**config.mk**
```make
export PLATFORM = sky130hd
export DESIGN_NAME = fpi_divide
export DESIGN_NICKNAME = d
export VERILOG_FILES = /design/src/fpi_pkg.sv /design/src/fpi_divide.sv
export SDC_FILE = /design/constraint.sdc
export NUM_CORES = 1
export LEC_CHECK = 0
export BUFFER_PORTS_ARGS = -buffer_cell sky130_fd_sc_hd__buf_2
export CAP_MARGIN = 5
export CELL_PAD_IN_SITES_DETAIL_PLACEMENT = 1
export CELL_PAD_IN_SITES_GLOBAL_PLACEMENT = 2
export CORE_UTILIZATION = 40
export DETAILED_ROUTE_END_ITERATION = 7
export PLACE_DENSITY_LB_ADDON = 0.2
export SYNTH_ARGS = -nofsm -noshare
export SYNTH_HDL_FRONTEND = slang
export SYNTH_SLANG_ARGS = --single-unit
```
**constraint.sdc**
```tcl
create_clock -name clock -period 8.05 [get_ports clock]
set_clock_uncertainty 0.15 [all_clocks]
set_input_delay 0.805 -clock clock [delete_from_list [all_inputs] [get_ports clock]]
set_output_delay 0.805 -clock clock [all_outputs]
set_load 0.1 [all_outputs]
```
**src/fpi_pkg.sv**
```systemverilog
// Shared constants, types and arithmetic helpers of the fuzzy PD inference block.
package fpi_pkg;

   localparam int IN_WIDTH_DEF = 16;
   localparam int FULL_SCALE   = 100;
   localparam int QUARTER      = FULL_SCALE / 4;
   localparam int DRIVE_WIDTH  = 8;

   // floor(y/3) as (y*RECIP3) >> RECIP3_SHIFT, exact for y < 2048
   localparam int RECIP3       = 683;
   localparam int RECIP3_SHIFT = 11;

   localparam int ERR_PTS  [4] = '{0, 12, 24, 48};
   localparam int RATE_PTS [4] = '{0, 16, 32, 64};
   localparam int CENTRES  [7] = '{0, 15, 30, 45, 60, 75, 90};
   localparam int RULE_TAB [7][7] = '{
      '{-6, -6, -6, -5, -5, -5, -4},
      '{-5, -4, -4, -3, -2, -2, -1},
      '{-4, -3, -2, -1,  0,  1,  2},
      '{-4, -3, -1,  0,  1,  3,  4},
      '{-2, -1,  0,  1,  2,  3,  4},
      '{ 1,  2,  2,  3,  4,  4,  5},
      '{ 4,  5,  5,  5,  6,  6,  6}
   };

   localparam int SEG_LOW  = -2;
   localparam int SEG_HIGH = 3;

   localparam logic SCALE_ERR  = 1'b0;
   localparam logic SCALE_RATE = 1'b1;

   localparam int QUO_BITS  = 7;
   localparam int MAG_WIDTH = 16;
   localparam int SUM_WIDTH = 9;
   localparam int ACC_WIDTH = 17;
   localparam int DIV_S1_LOW = 4;
   localparam int DIV_S2_LOW = 2;

   typedef logic signed [2:0] seg_type;
   typedef logic [6:0]        weight_type;
   typedef logic signed [3:0] label_type;
   typedef logic signed [7:0] centre_type;
   typedef weight_type weight_arr_type [4];
   typedef label_type  label_arr_type  [4];

   typedef struct packed {
      seg_type    seg;
      weight_type mu;
   } memb_type;

   typedef struct packed {
      memb_type err;
      memb_type rate;
   } fuzz_type;

   typedef struct packed {
      logic [MAG_WIDTH-1:0] mag;
      logic                 neg;
      logic [SUM_WIDTH-1:0] sum;
   } sums_type;

   typedef struct packed {
      logic [MAG_WIDTH-1:0] rem;
      logic [QUO_BITS-1:0]  quo;
      logic                 neg;
      logic [SUM_WIDTH-1:0] sum;
   } div_type;

   // Segment and mu0 for a value strictly inside the outer breakpoints.
   function automatic memb_type member(input logic signed [7:0] v, input logic scale);
      logic signed [7:0] p0, p1, p2, p3;
      logic signed [7:0] d;
      logic              wide;
      logic [9:0]        y;
      logic [19:0]       t;
      memb_type          m;
      p0 = (scale == SCALE_RATE) ? 8'(RATE_PTS[0]) : 8'(ERR_PTS[0]);
      p1 = (scale == SCALE_RATE) ? 8'(RATE_PTS[1]) : 8'(ERR_PTS[1]);
      p2 = (scale == SCALE_RATE) ? 8'(RATE_PTS[2]) : 8'(ERR_PTS[2]);
      p3 = (scale == SCALE_RATE) ? 8'(RATE_PTS[3]) : 8'(ERR_PTS[3]);
      if (v <= -p2) begin
         m.seg = 3'(SEG_LOW);  d = -p2 - v; wide = 1'b1;
      end else if (v <= -p1) begin
         m.seg = -3'sd1;       d = -p1 - v; wide = 1'b0;
      end else if (v <= p0) begin
         m.seg = 3'sd0;        d = -p0 - v; wide = 1'b0;
      end else if (v <= p1) begin
         m.seg = 3'sd1;        d = p1 - v;  wide = 1'b0;
      end else if (v <= p2) begin
         m.seg = 3'sd2;        d = p2 - v;  wide = 1'b0;
      end else begin
         m.seg = 3'(SEG_HIGH); d = p3 - v;  wide = 1'b1;
      end
      // 100*num/den: den is 12/24 on the error scale, 16/32 on the rate scale
      y = 10'(d[5:0]) * 10'(QUARTER);
      t = (20'(y) * 20'(RECIP3)) >> RECIP3_SHIFT;
      if (scale == SCALE_RATE) begin
         m.mu = wide ? 7'(y >> 3) : 7'(y >> 2);
      end else begin
         m.mu = wide ? 7'(t >> 1) : 7'(t);
      end
      return m;
   endfunction

   function automatic label_type rule_label(input logic [2:0] row, input logic [2:0] col);
      return 4'(RULE_TAB[row][col]);
   endfunction

   function automatic centre_type centre_of(input label_type lab);
      logic [2:0] k;
      centre_type c;
      k = lab[3] ? 3'(-lab) : 3'(lab);
      c = 8'(CENTRES[k]);
      return lab[3] ? -c : c;
   endfunction

   // Rules sharing an output label: keep only the larger weight.
   function automatic weight_arr_type dedup(input label_arr_type lab,
                                            input weight_arr_type w);
      weight_arr_type r;
      r = w;
      for (int i = 0; i < 4; i++) begin
         for (int j = i + 1; j < 4; j++) begin
            if (lab[i] == lab[j]) begin
               if (r[i] > r[j]) r[j] = '0;
               else r[i] = '0;
            end
         end
      end
      return r;
   endfunction

   // One restoring division step for quotient bit b.
   function automatic div_type div_step(input div_type d, input int b);
      logic [MAG_WIDTH-1:0] trial;
      div_type              r;
      r = d;
      trial = MAG_WIDTH'(d.sum) << b;
      if (d.rem >= trial) begin
         r.rem = d.rem - trial;
         r.quo = d.quo | (QUO_BITS'(1) << b);
      end
      return r;
   endfunction

endpackage

```
**src/fpi_divide.sv**
```systemverilog
// Three-stage restoring divider for the centroid, with sign and zero handling.
module fpi_divide (
   input  logic                                    clock,
   input  logic                                    reset,
   input  logic                                    in_valid,
   output logic                                    in_ready,
   input  fpi_pkg::sums_type                       in_data,
   output logic                                    out_valid,
   input  logic                                    out_ready,
   output logic signed [fpi_pkg::DRIVE_WIDTH-1:0] out_data
);

   fpi_pkg::div_type d1_in, d1_ff, d2_in, d2_ff, d3;
   logic             v1_ff, v2_ff, v3_ff;
   logic             rdy1, rdy2, rdy3;
   logic signed [fpi_pkg::DRIVE_WIDTH-1:0] drive_ff, drive_in;

   assign rdy3      = !v3_ff || out_ready;
   assign rdy2      = !v2_ff || rdy3;
   assign rdy1      = !v1_ff || rdy2;
   assign in_ready  = rdy1;
   assign out_valid = v3_ff;
   assign out_data  = drive_ff;

   always_comb begin
      d1_in.rem = in_data.mag;
      d1_in.quo = '0;
      d1_in.neg = in_data.neg;
      d1_in.sum = in_data.sum;
      for (int b = fpi_pkg::QUO_BITS - 1; b >= fpi_pkg::DIV_S1_LOW; b--) begin
         d1_in = fpi_pkg::div_step(d1_in, b);
      end
   end

   always_comb begin
      d2_in = d1_ff;
      for (int b = fpi_pkg::DIV_S1_LOW - 1; b >= fpi_pkg::DIV_S2_LOW; b--) begin
         d2_in = fpi_pkg::div_step(d2_in, b);
      end
   end

   always_comb begin
      d3 = d2_ff;
      for (int b = fpi_pkg::DIV_S2_LOW - 1; b >= 0; b--) begin
         d3 = fpi_pkg::div_step(d3, b);
      end
      if (d3.sum == '0) begin
         drive_in = '0;
      end else if (d3.neg) begin
         drive_in = -fpi_pkg::DRIVE_WIDTH'(d3.quo);
      end else begin
         drive_in = fpi_pkg::DRIVE_WIDTH'(d3.quo);
      end
   end

   always_ff @(posedge clock) begin
      if (reset) begin
         v1_ff <= 1'b0;
         v2_ff <= 1'b0;
         v3_ff <= 1'b0;
      end else begin
         if (rdy1) v1_ff <= in_valid;
         if (rdy2) v2_ff <= v1_ff;
         if (rdy3) v3_ff <= v2_ff;
      end
   end

   always_ff @(posedge clock) begin
      if (rdy1 && in_valid) d1_ff <= d1_in;
      if (rdy2 && v1_ff)    d2_ff <= d2_in;
      if (rdy3 && v2_ff)    drive_ff <= drive_in;
   end

endmodule

```
==> impl_metrics.py, run 1 <==
metrics = {
    "worst_hold_path": {
        "hold_path.class": "reg2reg",
        "hold_depth": 0,
    },
    "critical_path": {
        "slowest_delay_ns": 0.44,
        "r2r_cells": 19,
        "crit_fanout": 14,
        "slowest_stage": "fa_1",
        "cp-start-kind": "primary input",
        "arrival_ns": 7.47,
        "cp-end-kind": "register",
        "critical_path_required_ns": 7.99,
        "cp_common_cell": "inv_1",
        "crit_type": "in2reg",
    },
    "clock_tree": {
        "numCtsBuffers": 9,
        "clockRootBuffer": "clkbuf_16",
        "clock_latency_ns": 0.34,
        "cts_buffer_depth": 2,
        "postCtsSetupBuffers": 0,
        "clkTransAtPathRegs_ns": 0.06,
        "tritoncts": "yes",
        "holdBufCountCts": 0,
        "h-tree-depth": 3,
        "cts.sinks": 71,
    },
    "floorplanning": {
        "rows": 44,
        "die_x_um": 125.7,
        "initial_core_util_pct": 41.46,
        "coreArea_um2": 14750,
        "io_pins": 40,
        "die_h_um": 125.7,
        "die_area_um2": 15790,
    },
    "outcome": {
        "failed_checks": "DRC",
        "status": "complete, but fails checks",
    },
    "sta": {
        "tns_ns": 0,
        "setup_viol": 0,
        "period_minus_slack_ns": 7.537,
        "slew_headroom_pct": 28.80,
        "hold_violations": 0,
        "timing.final.crit_share_pct": 93.63,
        "hold_ws_ns": 0.2687,
        "worst_slew_pin_slew_ns": 1.060,
        "fmax_mhz": 132.7,
        "slew_viol_final": 0,
    },
    "route": {
        "first_pass_iters": 6,
        "dr_total_vias": 4942,
        "wl_per_cell_um": 17.77,
        "drt-total-wl_mm": 15.77,
        "dr.first_iter.drc_count": 134,
        "drtAntennaViolNets": 0,
        "route.detailed.drc": 1,
        "routed_via_density": 5.572,
    },
    "synth": {
        "syn-num-nets": 751,
        "yosysTopAreaCell": "edfxtp_1",
        "syn_area_um2": 6117,
        "ys_seq_elements": 71,
        "synthMostInstantiatedCell": "edfxtp_1",
        "ys.flop_type": "edfxtp_1",
        "synth_edf_count": 68,
        "synth-seq-area-share_pct": 34.36,
        "yosys_warnings": 0,
        "synth_common_cells": "edfxtp_1, ha_1, inv_1",
        "yosys.area.top_type_share_pct": 33.38,
        "synthDistinctLibCells": 68,
        "yosys-top-cells-area": "edfxtp_1, ha_1, o21ai_0",
        "async_flop_share_pct": 0,
        "synth.avg_cell_area_um2": 9.396,
        "synthCells": 651,
    },
    "cells_and_area": {
        "drive_gt1_share_pct": 13.51,
        "antennaDiodeCount": 0,
        "syn2layout_area_growth_pct": 11.86,
        "nNetsFinal": 798,
    },
    "global_route": {
        "track_usage_pct": 21.30,
        "overflow": 0,
        "grt_pass1_vias": 5419,
        "grt_max_degree": 32,
        "grt_pass1_wl_mm": 26.41,
        "antenna_found_initial": 0,
    },
    "power": {
        "p_per_area_nw_per_um2": 350.0,
        "ir_drop_mv": 0.1384,
        "cellLeakagePower_uw": 0.002899,
        "p_total_uw": 2395,
    },
    "placed_design": {
        "routabilityCongestion": 0.9032,
        "hpwl_mm": 13.38,
        "io_buffers": 39,
    },
    "flow_run": {
        "cap_viol_max_count": 0,
    },
}
==> layout by cell type, fill, tap and decap left out, drive strengths merged, types with 15 or more instances in the layout <==
cell type	synthesis	routed
xor2	21	21
inv	64	67
nand2	53	53
a21oi	35	35
nor2	43	43
edfxtp	68	68
o21ai	53	53
ha	64	64
buf	6	47
a21o	25	25
nor3	15	15
xnor2	20	20
==> through the flow <==
step	utilization, %	worst slack (ns)	instance area (µm²)	instances
after floorplan	-	0.6109	6117	651
after CTS	46.27	0.2842	6827	887
final	46.38	0.5131	6843	887
after global placement	44.37	0.2919	6546	871
after detailed placement	44.37	-0.03737	6546	871
after global routing	46.38	-0.007602	6843	887
==> worst max-delay path: cells and delay by family <==
kind / cells / cell delay [ns]
and+or+nand+nor: 6 / 1.44
buffers and inverters: 6 / 0.68
adders and majority gates: 4 / 1.23
muxes: 2 / 0.65
AOI/OAI and AO/OA: 13 / 2.68
==> kinds of logic (layout without fill, tap and decap cells) <==
family	count (synthesis)	in the layout	synth area share, %
simple gates	192	192	16.47
compound gates	181	181	19.19
buf+inv	75	127	5.011
flops	71	71	34.36
fa+ha+maj	70	70	15.05
xor+xnor	41	41	5.870
mux	21	21	4.050
==> registers in the layout, summed over array words and instances, names as in the netlist <==
register   cells
d1_ff         29
d2_ff         31
out_data       8
out_valid      1
v1_ff          1
v2_ff          1
==> per-layer routing <==
layer	track usage (%)	part of all wire [%]	wire, µm	vias up
met5	0	0	0	-
met4	9.397	3.2	501	0
met3	2.336	1.7	262	32
met2	41.24	53	8399	59
met1	23.22	42	6603	2371
li1	-	-	-	2480
==> layout make-up <==
class	instances	area, µm²
Clock buffer	9	225.2
Clock inverter	7	55.05
Fill cell	1729	7911
Inverter	64	240.2
Multi-Input combinational cell	505	3735
Sequential cell	71	2102
Tap cell	184	230.2
Timing Repair Buffer	47	255.2
==> path summary, 6_finish.rpt <==
check | startpoint | end | slack [ns]
setup reg to reg | d1_ff[4]$_DFFE_PP_ | d2_ff[30]$_DFFE_PP_ | 2.19
hold / removal | d1_ff[9]$_DFFE_PP_ | d2_ff[9]$_DFFE_PP_ | 0.27
hold reg to reg | d1_ff[9]$_DFFE_PP_ | d2_ff[9]$_DFFE_PP_ | 0.27
setup / recovery | in_data[16] | d1_ff[23]$_DFFE_PP_ | 0.51
==> report_power, final <==
part	switching, µW	internal [µW]	leakage, µW	total (µW)
Sequential	62.1	552	0.000664	614
Combinational	795	616	0.00210	1410
Clock	158	212	0.000138	370
Total	1020	1380	0.00290	2390
==> what timing repair did <==
action / CTS / global route
gates resized for setup: 0 / 5
endpoints found under the setup margin: 0 / 11
endpoints found under the hold margin: 0 / 0
Note: power is estimated with default switching activity, not from simulation.
==> run 2, diff against run 1 <==
Settings changed: ABC_AREA from default to 1, CORE_UTILIZATION 40 to 37.
==> run 2 against run 1 <==
The flow now finishes without violations. Power is 8.2% higher. Register-to-register slack better by 1.1 ns. Sequential share of layout area is 1.9 points lower. Combinational power is 13% higher. Critical path type unchanged. Critical endpoint is now d1_ff[30]$_DFFE_PP_. Largest power group unchanged.
==> impl_metrics.py, run 2 <==
metrics = {
    "outcome": {
        "status": "completed",
    },
    "synth": {
        "synthXorXnorAreaFrac_pct": 5.853,
        "yosys_warnings": 0,
        "yosys-top-cells-area": "edfxtp_1, nand2_1, ha_1",
        "synth-seq-area-share_pct": 31.93,
        "synthAdderAreaFrac_pct": 13.99,
        "synth_mux_area_share_pct": 0,
        "syn_area_um2": 6584,
        "async_flop_share_pct": 0,
        "synth.avg_cell_area_um2": 7.542,
        "yosysTopAreaCell": "edfxtp_1",
        "syn-num-nets": 973,
        "ys_seq_elements": 71,
        "ys.flop_type": "edfxtp_1",
        "synth_compound_area_share_pct": 11.10,
        "synth_common_cells": "nand2_1, inv_1, edfxtp_1",
        "yosys.area.top_type_share_pct": 31.01,
        "synth_top_family_by_area": "simple AND/OR/NAND/NOR gates",
        "synthCells": 873,
        "synth_edf_count": 68,
        "synthDistinctLibCells": 44,
        "synth-simple-area-share_pct": 28.05,
        "synthMostInstantiatedCell": "nand2_1",
    },
    "clock_tree": {
        "ctsResizeCount": 0,
        "cts_buffer_depth": 2,
        "h-tree-depth": 3,
        "numCtsBuffers": 9,
        "clock_latency_ns": 0.34,
        "clkTransAtPathRegs_ns": 0.06,
        "tritoncts": "yes",
        "postCtsSetupBuffers": 0,
        "clockRootBuffer": "clkbuf_16",
        "holdBufCountCts": 0,
        "cts.sinks": 71,
    },
    "sta": {
        "worst_slew_pin_slew_ns": 1.100,
        "tns_ns": 0,
        "grt_setup_unrepaired": "no",
        "setup_viol": 0,
        "timing.final.crit_share_pct": 83.24,
        "period_minus_slack_ns": 6.701,
        "slew_viol_final": 0,
        "hold_violations": 0,
        "slew_headroom_pct": 26.60,
        "fmax_mhz": 149.2,
    },
    "placed_design": {
        "io_buffers": 39,
        "routabilityCongestion": 0.9124,
        "dpl_cell_area_um2": 7008,
        "hpwl_mm": 15.82,
    },
    "route": {
        "dr_wl_met3_um": 281,
        "highest_layer": "met4",
        "first_pass_iters": 4,
        "wl_per_cell_um": 16.05,
        "routed_via_density": 5.053,
        "drt-total-wl_mm": 18.42,
        "dr_total_vias": 5796,
        "dr.first_iter.drc_count": 281,
        "route.met2.wl_mm": 9.614,
        "route.detailed.drc": 0,
        "drt-met1-wl_mm": 7.953,
        "drtAntennaViolNets": 0,
    },
    "critical_path": {
        "crit_type": "in2reg",
        "r2r_cells": 20,
        "critical_path_required_ns": 7.99,
        "cp-end-kind": "register",
        "crit_fanout": 14,
        "slowest_delay_ns": 0.39,
        "arrival_ns": 6.64,
        "cp_common_cell": "nand2_1",
        "slowest_stage": "fa_1",
        "cp-start-kind": "primary input",
    },
    "global_route": {
        "grt_pass1_vias": 6310,
        "grt_max_degree": 32,
        "grt_pass1_wl_mm": 30.49,
        "track_usage_pct": 21.34,
        "antenna_found_initial": 0,
        "overflow": 0,
    },
    "power": {
        "p_per_area_nw_per_um2": 355.1,
        "cellLeakagePower_uw": 0.003496,
        "ir_drop_mv": 0.1519,
    },
    "cells_and_area": {
        "fin_util_pct": 42.06,
        "final_cell_area_um2": 7300,
        "final_common_cell": "nand2_1",
        "top_register": "d2_ff",
        "antennaDiodeCount": 0,
        "drive_gt1_share_pct": 11.82,
        "syn2layout_area_growth_pct": 10.87,
        "largest_reg_flops": 31,
        "final_cell_mix": "nand2_1, inv_1, edfxtp_1",
        "nNetsFinal": 1017,
    },
    "floorplanning": {
        "die_area_um2": 18330,
        "rows": 48,
        "coreArea_um2": 17360,
        "die_h_um": 135.4,
        "io_pins": 40,
        "initial_core_util_pct": 37.93,
        "die_x_um": 135.4,
    },
    "flow_run": {
        "cap_viol_max_count": 0,
    },
    "worst_hold_path": {
        "hold_depth": 0,
        "hold_path.class": "reg2reg",
    },
}
run 2: changes by cell type after synthesis, sizes merged, moves of 12 or more:
cell    change
nand2     +187
nand3      +41
mux2       -12
nor2b      -13
inv        +77
a21oi      +32
nor2       +30
nand2b     -12
nand4      +12
a21o       -23
run 2: stage by stage:
stage	setup slack (ns)	hold slack, ns	cells	total power, µW
after CTS	1.360	0.2782	1147	2611
after floorplan	2.141	0.2503	873	1831
after detailed placement	1.057	0.2634	1131	2205
after global placement	1.350	0.2589	1131	2133
after global routing	0.7491	0.2883	1147	2833
final	1.349	0.2728	1147	2592
run 2: cells by family after synthesis:
logic type	Yosys count
simple gates	405
fa+ha+maj	70
flops	71
compound gates	134
xor+xnor	44
buf+inv	149
run 2: critical path, delay by kind of cell:
family                   cells  cell delay [ns]
adder cells (fa/ha/maj)      4             1.15
AND/OR/NAND/NOR             16             1.97
AO/OA/AOI/OAI               10             1.79
buffers and inverters        9             0.91
run 2: layer usage:
metal,track usage [%],up-vias
met5,0,-
met4,8.115,0
met3,2.694,32
met2,40.37,71
met1,24.14,2729
li1,-,2964
run 2: report_power, final:
| group | switching, µW | internal [µW] | total, µW | leakage [µW] |
|---|---|---|---|---|
| Clock | 154 | 239 | 394 | 0.000146 |
| Combinational | 1010 | 580 | 1590 | 0.00268 |
| Sequential | 60.7 | 548 | 609 | 0.000666 |
run 2: final cells by class:
type / count / area, µm²
clock buffer: 10 / 229.0
clock inverter: 6 / 62.56
fill: 2211 / 10060
inverter: 142 / 538.0
multi-input combinational: 653 / 3884
sequential: 71 / 2102
tap: 225 / 281.5
timing repair buffer: 40 / 202.7
run 2: path summary, 6_finish.rpt:
kind,startpoint,end,slack [ns]
setup / recovery,in_data[16],d1_ff[30]$_DFFE_PP_,1.35
hold / removal,d1_ff[16]$_DFFE_PP_,d2_ff[16]$_DFFE_PP_,0.27
setup reg to reg,d1_ff[6]$_DFFE_PP_,d2_ff[28]$_DFFE_PP_,3.31
hold reg to reg,d1_ff[16]$_DFFE_PP_,d2_ff[16]$_DFFE_PP_,0.27
