<file path="src/fpi_pkg.sv">
// Shared constants, types and arithmetic helpers of the fuzzy PD inference block.
package fpi_pkg;

   localparam int IN_WIDTH_DEF = 16;
   localparam int FULL_SCALE   = 100;
   localparam int QUARTER      = FULL_SCALE / 4;
   localparam int DRIVE_WIDTH  = 8;

   // floor(y/3) as (y*RECIP3) >> RECIP3_SHIFT, exact for y < 2048
   localparam int RECIP3       = 683;
   localparam int RECIP3_SHIFT = 11;

   localparam int ERR_PTS  [4] = '{0, 12, 24, 48};
   localparam int RATE_PTS [4] = '{0, 16, 32, 64};
   localparam int CENTRES  [7] = '{0, 15, 30, 45, 60, 75, 90};
   localparam int RULE_TAB [7][7] = '{
      '{-6, -6, -6, -5, -5, -5, -4},
      '{-5, -4, -4, -3, -2, -2, -1},
      '{-4, -3, -2, -1,  0,  1,  2},
      '{-4, -3, -1,  0,  1,  3,  4},
      '{-2, -1,  0,  1,  2,  3,  4},
      '{ 1,  2,  2,  3,  4,  4,  5},
      '{ 4,  5,  5,  5,  6,  6,  6}
   };

   localparam int SEG_LOW  = -2;
   localparam int SEG_HIGH = 3;

   localparam logic SCALE_ERR  = 1'b0;
   localparam logic SCALE_RATE = 1'b1;

   localparam int QUO_BITS  = 7;
   localparam int MAG_WIDTH = 16;
   localparam int SUM_WIDTH = 9;
   localparam int ACC_WIDTH = 17;
   localparam int DIV_S1_LOW = 4;
   localparam int DIV_S2_LOW = 2;

   typedef logic signed [2:0] seg_type;
   typedef logic [6:0]        weight_type;
   typedef logic signed [3:0] label_type;
   typedef logic signed [7:0] centre_type;
   typedef weight_type weight_arr_type [4];
   typedef label_type  label_arr_type  [4];

   typedef struct packed {
      seg_type    seg;
      weight_type mu;
   } memb_type;

   typedef struct packed {
      memb_type err;
      memb_type rate;
   } fuzz_type;

   typedef struct packed {
      logic [MAG_WIDTH-1:0] mag;
      logic                 neg;
      logic [SUM_WIDTH-1:0] sum;
   } sums_type;

   typedef struct packed {
      logic [MAG_WIDTH-1:0] rem;
      logic [QUO_BITS-1:0]  quo;
      logic                 neg;
      logic [SUM_WIDTH-1:0] sum;
   } div_type;

   // Segment and mu0 for a value strictly inside the outer breakpoints.
   function automatic memb_type member(input logic signed [7:0] v, input logic scale);
      logic signed [7:0] p0, p1, p2, p3;
      logic signed [7:0] d;
      logic              wide;
      logic [9:0]        y;
      logic [19:0]       t;
      memb_type          m;
      p0 = (scale == SCALE_RATE) ? 8'(RATE_PTS[0]) : 8'(ERR_PTS[0]);
      p1 = (scale == SCALE_RATE) ? 8'(RATE_PTS[1]) : 8'(ERR_PTS[1]);
      p2 = (scale == SCALE_RATE) ? 8'(RATE_PTS[2]) : 8'(ERR_PTS[2]);
      p3 = (scale == SCALE_RATE) ? 8'(RATE_PTS[3]) : 8'(ERR_PTS[3]);
      if (v <= -p2) begin
         m.seg = 3'(SEG_LOW);  d = -p2 - v; wide = 1'b1;
      end else if (v <= -p1) begin
         m.seg = -3'sd1;       d = -p1 - v; wide = 1'b0;
      end else if (v <= p0) begin
         m.seg = 3'sd0;        d = -p0 - v; wide = 1'b0;
      end else if (v <= p1) begin
         m.seg = 3'sd1;        d = p1 - v;  wide = 1'b0;
      end else if (v <= p2) begin
         m.seg = 3'sd2;        d = p2 - v;  wide = 1'b0;
      end else begin
         m.seg = 3'(SEG_HIGH); d = p3 - v;  wide = 1'b1;
      end
      // 100*num/den: den is 12/24 on the error scale, 16/32 on the rate scale
      y = 10'(d[5:0]) * 10'(QUARTER);
      t = (20'(y) * 20'(RECIP3)) >> RECIP3_SHIFT;
      if (scale == SCALE_RATE) begin
         m.mu = wide ? 7'(y >> 3) : 7'(y >> 2);
      end else begin
         m.mu = wide ? 7'(t >> 1) : 7'(t);
      end
      return m;
   endfunction

   function automatic label_type rule_label(input logic [2:0] row, input logic [2:0] col);
      return 4'(RULE_TAB[row][col]);
   endfunction

   function automatic centre_type centre_of(input label_type lab);
      logic [2:0] k;
      centre_type c;
      k = lab[3] ? 3'(-lab) : 3'(lab);
      c = 8'(CENTRES[k]);
      return lab[3] ? -c : c;
   endfunction

   // Rules sharing an output label: keep only the larger weight.
   function automatic weight_arr_type dedup(input label_arr_type lab,
                                            input weight_arr_type w);
      weight_arr_type r;
      r = w;
      for (int i = 0; i < 4; i++) begin
         for (int j = i + 1; j < 4; j++) begin
            if (lab[i] == lab[j]) begin
               if (r[i] > r[j]) r[j] = '0;
               else r[i] = '0;
            end
         end
      end
      return r;
   endfunction

   // One restoring division step for quotient bit b.
   function automatic div_type div_step(input div_type d, input int b);
      logic [MAG_WIDTH-1:0] trial;
      div_type              r;
      r = d;
      trial = MAG_WIDTH'(d.sum) << b;
      if (d.rem >= trial) begin
         r.rem = d.rem - trial;
         r.quo = d.quo | (QUO_BITS'(1) << b);
      end
      return r;
   endfunction

endpackage

</file>
<file path="src/fpi_fuzzify.sv">
// Fuzzification stage: segment and membership of error and error rate.
module fpi_fuzzify #(
   parameter int IN_WIDTH = fpi_pkg::IN_WIDTH_DEF
) (
   input  logic                       clock,
   input  logic                       reset,
   input  logic                       in_valid,
   output logic                       in_ready,
   input  logic signed [IN_WIDTH-1:0] error_value,
   input  logic signed [IN_WIDTH-1:0] error_rate,
   output logic                       out_valid,
   input  logic                       out_ready,
   output fpi_pkg::fuzz_type          out_data
);

   localparam logic signed [IN_WIDTH-1:0] ERR_HI  = IN_WIDTH'(fpi_pkg::ERR_PTS[3]);
   localparam logic signed [IN_WIDTH-1:0] ERR_LO  = IN_WIDTH'(-fpi_pkg::ERR_PTS[3]);
   localparam logic signed [IN_WIDTH-1:0] RATE_HI = IN_WIDTH'(fpi_pkg::RATE_PTS[3]);
   localparam logic signed [IN_WIDTH-1:0] RATE_LO = IN_WIDTH'(-fpi_pkg::RATE_PTS[3]);

   logic              valid_ff;
   fpi_pkg::fuzz_type fuzz_ff, fuzz_in;

   assign in_ready  = !valid_ff || out_ready;
   assign out_valid = valid_ff;
   assign out_data  = fuzz_ff;

   always_comb begin
      if (error_value <= ERR_LO) begin
         fuzz_in.err.seg = 3'(fpi_pkg::SEG_LOW);
         fuzz_in.err.mu  = 7'(fpi_pkg::FULL_SCALE);
      end else if (error_value >= ERR_HI) begin
         fuzz_in.err.seg = 3'(fpi_pkg::SEG_HIGH);
         fuzz_in.err.mu  = '0;
      end else begin
         fuzz_in.err = fpi_pkg::member($signed(error_value[7:0]), fpi_pkg::SCALE_ERR);
      end
      if (error_rate <= RATE_LO) begin
         fuzz_in.rate.seg = 3'(fpi_pkg::SEG_LOW);
         fuzz_in.rate.mu  = 7'(fpi_pkg::FULL_SCALE);
      end else if (error_rate >= RATE_HI) begin
         fuzz_in.rate.seg = 3'(fpi_pkg::SEG_HIGH);
         fuzz_in.rate.mu  = '0;
      end else begin
         fuzz_in.rate = fpi_pkg::member($signed(error_rate[7:0]), fpi_pkg::SCALE_RATE);
      end
   end

   always_ff @(posedge clock) begin
      if (reset) begin
         valid_ff <= 1'b0;
      end else if (in_ready) begin
         valid_ff <= in_valid;
      end
   end

   always_ff @(posedge clock) begin
      if (in_ready && in_valid) begin
         fuzz_ff <= fuzz_in;
      end
   end

endmodule

</file>
<file path="config.mk">
export PLATFORM = sky130hd
export DESIGN_NAME = fpi_fuzzify
export DESIGN_NICKNAME = d
export VERILOG_FILES = /design/src/fpi_pkg.sv /design/src/fpi_fuzzify.sv
export SDC_FILE = /design/constraint.sdc
export NUM_CORES = 1
export LEC_CHECK = 0
export ABC_CLOCK_PERIOD_IN_PS = 11900
export BUFFER_PORTS_ARGS = -buffer_cell sky130_fd_sc_hd__clkbuf_2
export CAP_MARGIN = 25
export CORE_MARGIN = 2
export CORE_UTILIZATION = 45
export DETAILED_ROUTE_END_ITERATION = 7
export GPL_TIMING_DRIVEN = 0
export HOLD_SLACK_MARGIN = 0.03
export PLACE_DENSITY = 0.65
export SLEW_MARGIN = 30
export SYNTH_ARGS = -nofsm -noshare
export SYNTH_HDL_FRONTEND = slang
export SYNTH_SLANG_ARGS = --single-unit
</file>
<file path="constraint.sdc">
create_clock -name clock -period 11.9 [get_ports clock]
set_input_delay 2.38 -clock clock [delete_from_list [all_inputs] [get_ports clock]]
set_output_delay 2.38 -clock clock [all_outputs]
set_load 0.05 [all_outputs]
</file>
==> out/summary.md, run 1 <==
## Outcome
* **result of the run** finished clean

## Yosys
* **synthesized area divided by synthesized cell count** 9.25 um^2
* **share of synthesized registers carrying an async set or reset** 0%
* **prevailing post-synth register cell** sky130_fd_sc_hd__edfxtp_1
* **number of synthesized flops with an enable pin** 20
* **leading cell type by number of instances after synthesis** sky130_fd_sc_hd__ha_1
* **register area share after synthesis** 15.1%
* **number of cells produced by synthesis** 443
* **number of synthesized register bits** 21
* **Synth cell types** 60
* **Yosys warnings** 0
* **main area contributors after synthesis** sky130_fd_sc_hd__ha_1 31%, sky130_fd_sc_hd__edfxtp_1 15%, sky130_fd_sc_hd__fa_1 10%, sky130_fd_sc_hd__xnor2_1 4.7%, sky130_fd_sc_hd__inv_1 4.3%
* **Commonest cells post-synth** 100 x sky130_fd_sc_hd__ha_1, 47 x sky130_fd_sc_hd__inv_1, 30 x sky130_fd_sc_hd__nor2_1
* **library cell occupying the most area in the post-synthesis netlist** sky130_fd_sc_hd__ha_1
* **post-synthesis net count** 600
* **Yosys top cell area share** 30.5%
* **post-synthesis instance area** 4100 um^2

## Timing
* **unrepaired setup endpoints after global routing** false
* **share of the cycle needed by the critical path after routing** 93.0%
* **setup violation total in the final timing report** 0
* **Setup TNS** 0 ns
* **final clock skew** 0.0106 ns
* **Peak Freq** 90.3 MHz
* **Worst Max-Slew Pin Slew** 0.901 ns
* **count of endpoints failing hold in the final timing report** 0
* **fin crit period** 11.07 ns
* **Slew Viols, Final** 0
* **Worst Hold Slack** 0.523 ns
* **Worst slew margin** 39.3%
* **Worst Setup Slack, final** 0.830 ns

## Clock network
* **number of sinks driven by the clock tree** 21
* **CTS tree** yes
* **Hold-fix buffers, CTS** 0
* **root buffer selected by CTS** sky130_fd_sc_hd__clkbuf_8
* **latest clock arrival within the worst-skew pair** 0.27 ns
* **maximum clock path buffer count** 2
* **total CTS buffers** 3
* **clock-pin slew on the worst setup and hold paths** 0.09 ns
* **buffer count from post-CTS setup fixing** 0
* **level count of the clock H-tree** 1
* **Gates resized, CTS repair** 0

## Finish
* **area of all sequential standard cells** 621 um^2
* **multi-input logic area** 3270 um^2
* **fin util** 52.0%
* **area growth from synthesis to final layout** 11.3%
* **fraction of layout cells with a size suffix above 1** 16.0%
* **net count of the finished layout** 659
* **number of antenna cells inserted** 0
* **number of filler instances in the final layout** 832

## Critical path
* **Largest stage delay, worst path** 0.54 ns
* **required time of the critical path** 11.86 ns
* **Worst path slowest cell** sky130_fd_sc_hd__fa_1
* **crit path DAT** 11.03 ns
* **Startpoint Class** primary input
* **setup slack, reg-to-reg** 10.38 ns
* **dominant cell type by count on the critical path** sky130_fd_sc_hd__ha_1
* **maximum fanout count along the critical path** 8
* **Crit Path Class** in2reg
* **critical path capture point type** flip-flop

## Die
* **top-level port count** 58
* **number of rows created at floorplan** 34
* **floorplan die height** 99.4 um
* **horizontal extent of the die** 99.4 um
* **die area** 9890 um^2
* **starting utilization of the core area** 46.8%
* **core area** 8760 um^2

## Detailed routing
* **number of violations reported at the end of detailed-routing iteration 0** 125
* **average wire length per cell after detail routing** 13.8 um
* **number of vias per cell after detailed routing** 5.47
* **number of vias in the routed layout** 3,334
* **count of TritonRoute iterations in the first routing pass** 4
* **DRC errors left** 0
* **Total Wirelength** 8.43 mm
* **ANT nets after route** 0

## GRT
* **vias in the first global route** 3,277
* **Remaining Overflow, GRT** 0
* **number of antenna violations at the first check in global routing** 0
* **largest net degree at the start of global routing** 21
* **total track usage** 17.8%
* **first-pass GRT wire length** 14.7 mm

## Placed design
* **post-placement setup slack** 0.570 ns
* **Final GP Congestion** 0.873
* **port bufs** 54
* **post-detailed-placement half-perimeter wirelength** 7.35 mm

## Hold path
* **Hold Crit Class** reg2reg

## Flow run
* **max-cap check violation count** 0

[worst max-delay path: cells and delay by family]
kind / cells / cell delay [ns]
buf+inv: 7 / 0.67
xor+xnor: 1 / 0.26
simple gates: 5 / 0.72
fa+ha+maj: 12 / 4.36
compound gates: 11 / 2.64
[stage by stage]
step	cell area (um^2)	instances
after global routing	4560	609
after floorplan	4100	443
after global placement	4500	605
after CTS	4550	609
after detailed placement	4500	605
final	4560	609
[cell usage in the layout (no fill, tap or decap), types with 15 or more instances in the layout]
cell type / count
sky130_fd_sc_hd__xnor2_1: 22
sky130_fd_sc_hd__nor2_1: 30
sky130_fd_sc_hd__inv_1: 47
sky130_fd_sc_hd__edfxtp_1: 20
sky130_fd_sc_hd__o21ai_0: 15
sky130_fd_sc_hd__fa_1: 21
sky130_fd_sc_hd__clkbuf_2: 55
sky130_fd_sc_hd__nand2_1: 28
sky130_fd_sc_hd__ha_1: 100
sky130_fd_sc_hd__a21oi_1: 26
[final cells by class]
cell class / count / area share [%]
Multi-Input combinational cell: 365 / 71.7
Sequential cell: 21 / 13.6
Timing Repair Buffer: 54 / 5.93
Inverter: 47 / 3.87
Tap cell: 108 / 2.96
Clock buffer: 3 / 0.905
Buffer: 10 / 0.878
Clock inverter: 1 / 0.165
[worst paths after layout]
path | start | cells after the start | end
worst max-delay path | error_value[0] | 36 | out_data[16]$_SDFFCE_PP1P_
worst min-delay path | out_valid$_SDFFE_PP0N_ | 2 | out_valid$_SDFFE_PP0N_
worst max register to register | out_valid$_SDFFE_PP0N_ | 2 | out_data[11]$_SDFFCE_PP0P_
worst min register to register | out_valid$_SDFFE_PP0N_ | 2 | out_valid$_SDFFE_PP0N_
[flip-flops by register name, indices dropped and copies added (netlist names)]
signal     count
out_data      20
out_valid      1
[logic make-up (layout without fill, tap and decap cells)]
kind of cell    count (synthesis)  after routing  synth area share (%)
fa+ha+maj                     121            121                  40.8
simple gates                  106            106                  12.0
compound gates                102            102                  17.9
buf+inv                        57            115                  5.28
xor+xnor                       30             30                  7.30
flops                          21             21                  15.1
mux                             6              6                  1.56
[metal layers]
| layer | wire length [um] | global-route usage, % | vias to the layer above |
|---|---|---|---|
| li1 | - | - | 1730 |
| met1 | 4220 | 25.2 | 1545 |
| met2 | 3930 | 30.7 | 55 |
| met3 | 241 | 2.04 | 4 |
| met4 | 36 | 1.05 | 0 |
| met5 | 0 | 0 | - |
Power of run 1 is left out: the tool's default activity adds up to more than one toggle a clock period on the data nets, which glitch-free logic cannot reach.
==> run 2, diff against run 1 <==
--- a/config.mk
+++ b/config.mk
@@ -14,6 +14,7 @@
 export GPL_TIMING_DRIVEN = 0
 export HOLD_SLACK_MARGIN = 0.03
 export PLACE_DENSITY = 0.65
+export REMOVE_ABC_BUFFERS = 1
 export SLEW_MARGIN = 30
 export SYNTH_ARGS = -nofsm -noshare
 export SYNTH_HDL_FRONTEND = slang
==> run 2 against run 1 <==
Maximum frequency increased by 0.27%. Cell area decreased by 0.63%. Global-route usage increased by 0.32 points. Clock skew decreased by 0.0016 ns.
==> out/summary.md, run 2 (synthesis gave the netlist of run 1 again) <==
## Outcome
* **result of the run** finished clean

## Clock network
* **Hold-fix buffers, CTS** 0, unchanged
* **Gates resized, CTS repair** 0, unchanged
* **total CTS buffers** 3, unchanged
* **clock-pin slew on the worst setup and hold paths** 0.07 ns, -0.02 ns
* **latest clock arrival within the worst-skew pair** 0.27 ns, about the same
* **CTS tree** yes
* **number of sinks driven by the clock tree** 21, unchanged
* **buffer count from post-CTS setup fixing** 0, unchanged
* **level count of the clock H-tree** 1, unchanged
* **root buffer selected by CTS** sky130_fd_sc_hd__clkbuf_8
* **maximum clock path buffer count** 2, unchanged

## Timing
* **Slew Viols, Final** 0, unchanged
* **share of the cycle needed by the critical path after routing** 92.8%, -0.25 points
* **final clock skew** 0.00897 ns, -0.00161 ns
* **Worst slew margin** 40.2%, +0.92 points
* **Worst Max-Slew Pin Slew** 0.886 ns, -0.0155 ns
* **Peak Freq** 90.6 MHz, +0.27%
* **setup violation total in the final timing report** 0, unchanged
* **Setup TNS** 0 ns, unchanged
* **unrepaired setup endpoints after global routing** false
* **fin crit period** 11.04 ns, -0.0297 ns
* **count of endpoints failing hold in the final timing report** 0, unchanged

## Hold path
* **Hold Crit Class** reg2reg

## GRT
* **largest net degree at the start of global routing** 21, unchanged
* **vias in the first global route** 3,322, +1.4%
* **number of antenna violations at the first check in global routing** 0, unchanged
* **total track usage** 18.1%, +0.32 points
* **first-pass GRT wire length** 14.9 mm, +1.6%
* **Remaining Overflow, GRT** 0, unchanged

## Critical path
* **capturing instance or port of the critical path** out_data[16]$_SDFFCE_PP1P_
* **maximum fanout count along the critical path** 8, unchanged
* **critical register-to-register path startpoint** out_valid$_SDFFE_PP0N_
* **Largest stage delay, worst path** 0.54 ns, about the same
* **Critical Path Start** error_value[0]
* **setup slack, reg-to-reg** 10.66 ns, +0.28 ns
* **dominant cell type by count on the critical path** sky130_fd_sc_hd__ha_1
* **Crit Path Class** in2reg
* **capture instance of the worst register-to-register path** out_data[15]$_SDFFCE_PP1P_
* **Startpoint Class** primary input
* **crit path DAT** 11.00 ns, -0.03 ns
* **Worst path slowest cell** sky130_fd_sc_hd__fa_1
* **required time of the critical path** 11.86 ns, about the same
* **Register-to-Register Path Depth** 2, unchanged
* **critical path capture point type** flip-flop

## Placed design
* **port bufs** 57, +5.6%
* **post-detailed-placement half-perimeter wirelength** 7.31 mm, -0.58%
* **Final GP Congestion** 0.865, -0.87%

## Finish
* **area of all sequential standard cells** 621 um^2, unchanged
* **leading cell type in the layout, fill and taps excluded** sky130_fd_sc_hd__ha_1
* **number of filler instances in the final layout** 804, -3.4%
* **area growth from synthesis to final layout** 10.6%
* **number of antenna cells inserted** 0, unchanged
* **multi-input logic area** 3260 um^2, -0.19%
* **net count of the finished layout** 653, -0.91%
* **fraction of layout cells with a size suffix above 1** 16.6%, +0.60 points
* **commonest cells after routing, fill and taps aside** 100 x sky130_fd_sc_hd__ha_1, 57 x sky130_fd_sc_hd__clkbuf_2, 47 x sky130_fd_sc_hd__inv_1
* **fin util** 51.7%, -0.33 points
* **max FFs per register** 20, unchanged

## Die
* **starting utilization of the core area** 46.8%, unchanged
* **core area** 8760 um^2, unchanged
* **number of rows created at floorplan** 34, unchanged
* **horizontal extent of the die** 99.4 um, unchanged
* **floorplan die height** 99.4 um, unchanged
* **die area** 9890 um^2, unchanged
* **top-level port count** 58, unchanged

## Detailed routing
* **average wire length per cell after detail routing** 14.0 um, +0.83%
* **count of TritonRoute iterations in the first routing pass** 4, unchanged
* **number of vias per cell after detailed routing** 5.55, +1.3%
* **DRC errors left** 0, unchanged
* **number of violations reported at the end of detailed-routing iteration 0** 124, -0.80%
* **ANT nets after route** 0, unchanged
* **Total Wirelength** 8.41 mm, -0.17%
* **number of vias in the routed layout** 3,344, +0.30%

## Flow run
* **max-cap check violation count** 0, unchanged

-- run 2: changes by cell type in the layout (fill, tap and decap cells not counted) --
cell and change:
sky130_fd_sc_hd__and2_1 -1, sky130_fd_sc_hd__and2_2 +1, sky130_fd_sc_hd__buf_1 -2, sky130_fd_sc_hd__clkbuf_1 -6
sky130_fd_sc_hd__clkbuf_2 +2, sky130_fd_sc_hd__clkinv_2 +1, sky130_fd_sc_hd__clkinvlp_4 -1, sky130_fd_sc_hd__o41ai_1 +1
sky130_fd_sc_hd__o41ai_2 -1
-- run 2: worst min path at each step --
stage / from / endpoint / slack (ns) / cells after the start
after floorplan: out_valid$_SDFFE_PP0N_ / out_valid$_SDFFE_PP0N_ / 1.11 / 2
after global placement: out_valid$_SDFFE_PP0N_ / out_valid$_SDFFE_PP0N_ / 0.49 / 2
after detailed placement: out_valid$_SDFFE_PP0N_ / out_valid$_SDFFE_PP0N_ / 0.51 / 2
after CTS: out_valid$_SDFFE_PP0N_ / out_valid$_SDFFE_PP0N_ / 0.52 / 2
after global routing: out_valid$_SDFFE_PP0N_ / out_valid$_SDFFE_PP0N_ / 0.57 / 2
final: out_valid$_SDFFE_PP0N_ / out_valid$_SDFFE_PP0N_ / 0.52 / 2
-- run 2: through the flow --
stage	cells	setup slack, ns	hold slack (ns)	area (um^2)
2_1_floorplan	433	1.69	1.11	4060
3_3_place_gp	598	0.767	0.494	4480
3_5_place_dp	598	0.599	0.512	4480
4_1_cts	602	0.838	0.524	4530
5_1_grt	603	0.230	0.567	4530
6_report	603	0.859	0.522	4530
-- run 2: metal layers --
layer  wire length [um]  GRT usage, %  vias to the layer above
li1                   -             -                     1715
met1               4150          26.2                     1571
met2               3920          30.1                       54
met3                304          1.83                        4
met4                 32          2.53                        0
met5                  0             0                        -
-- run 2: worst max-delay path, delay by kind of cell --
family	cells	cell delay, ns
AO/OA/AOI/OAI	11	2.70
XOR/XNOR	1	0.27
adder cells (fa/ha/maj)	12	4.28
buffers and inverters	7	0.69
AND/OR/NAND/NOR	5	0.65
-- run 2: final cells by class --
cell class,instances,area share [%]
multi-input cells,365,72.0
clock inverters,1,0.110
flip-flops and latches,21,13.7
repair buffers,58,6.41
clock buffers,3,0.911
well taps,108,2.98
inverters,47,3.89
Power of run 2 is left out for the same reason.
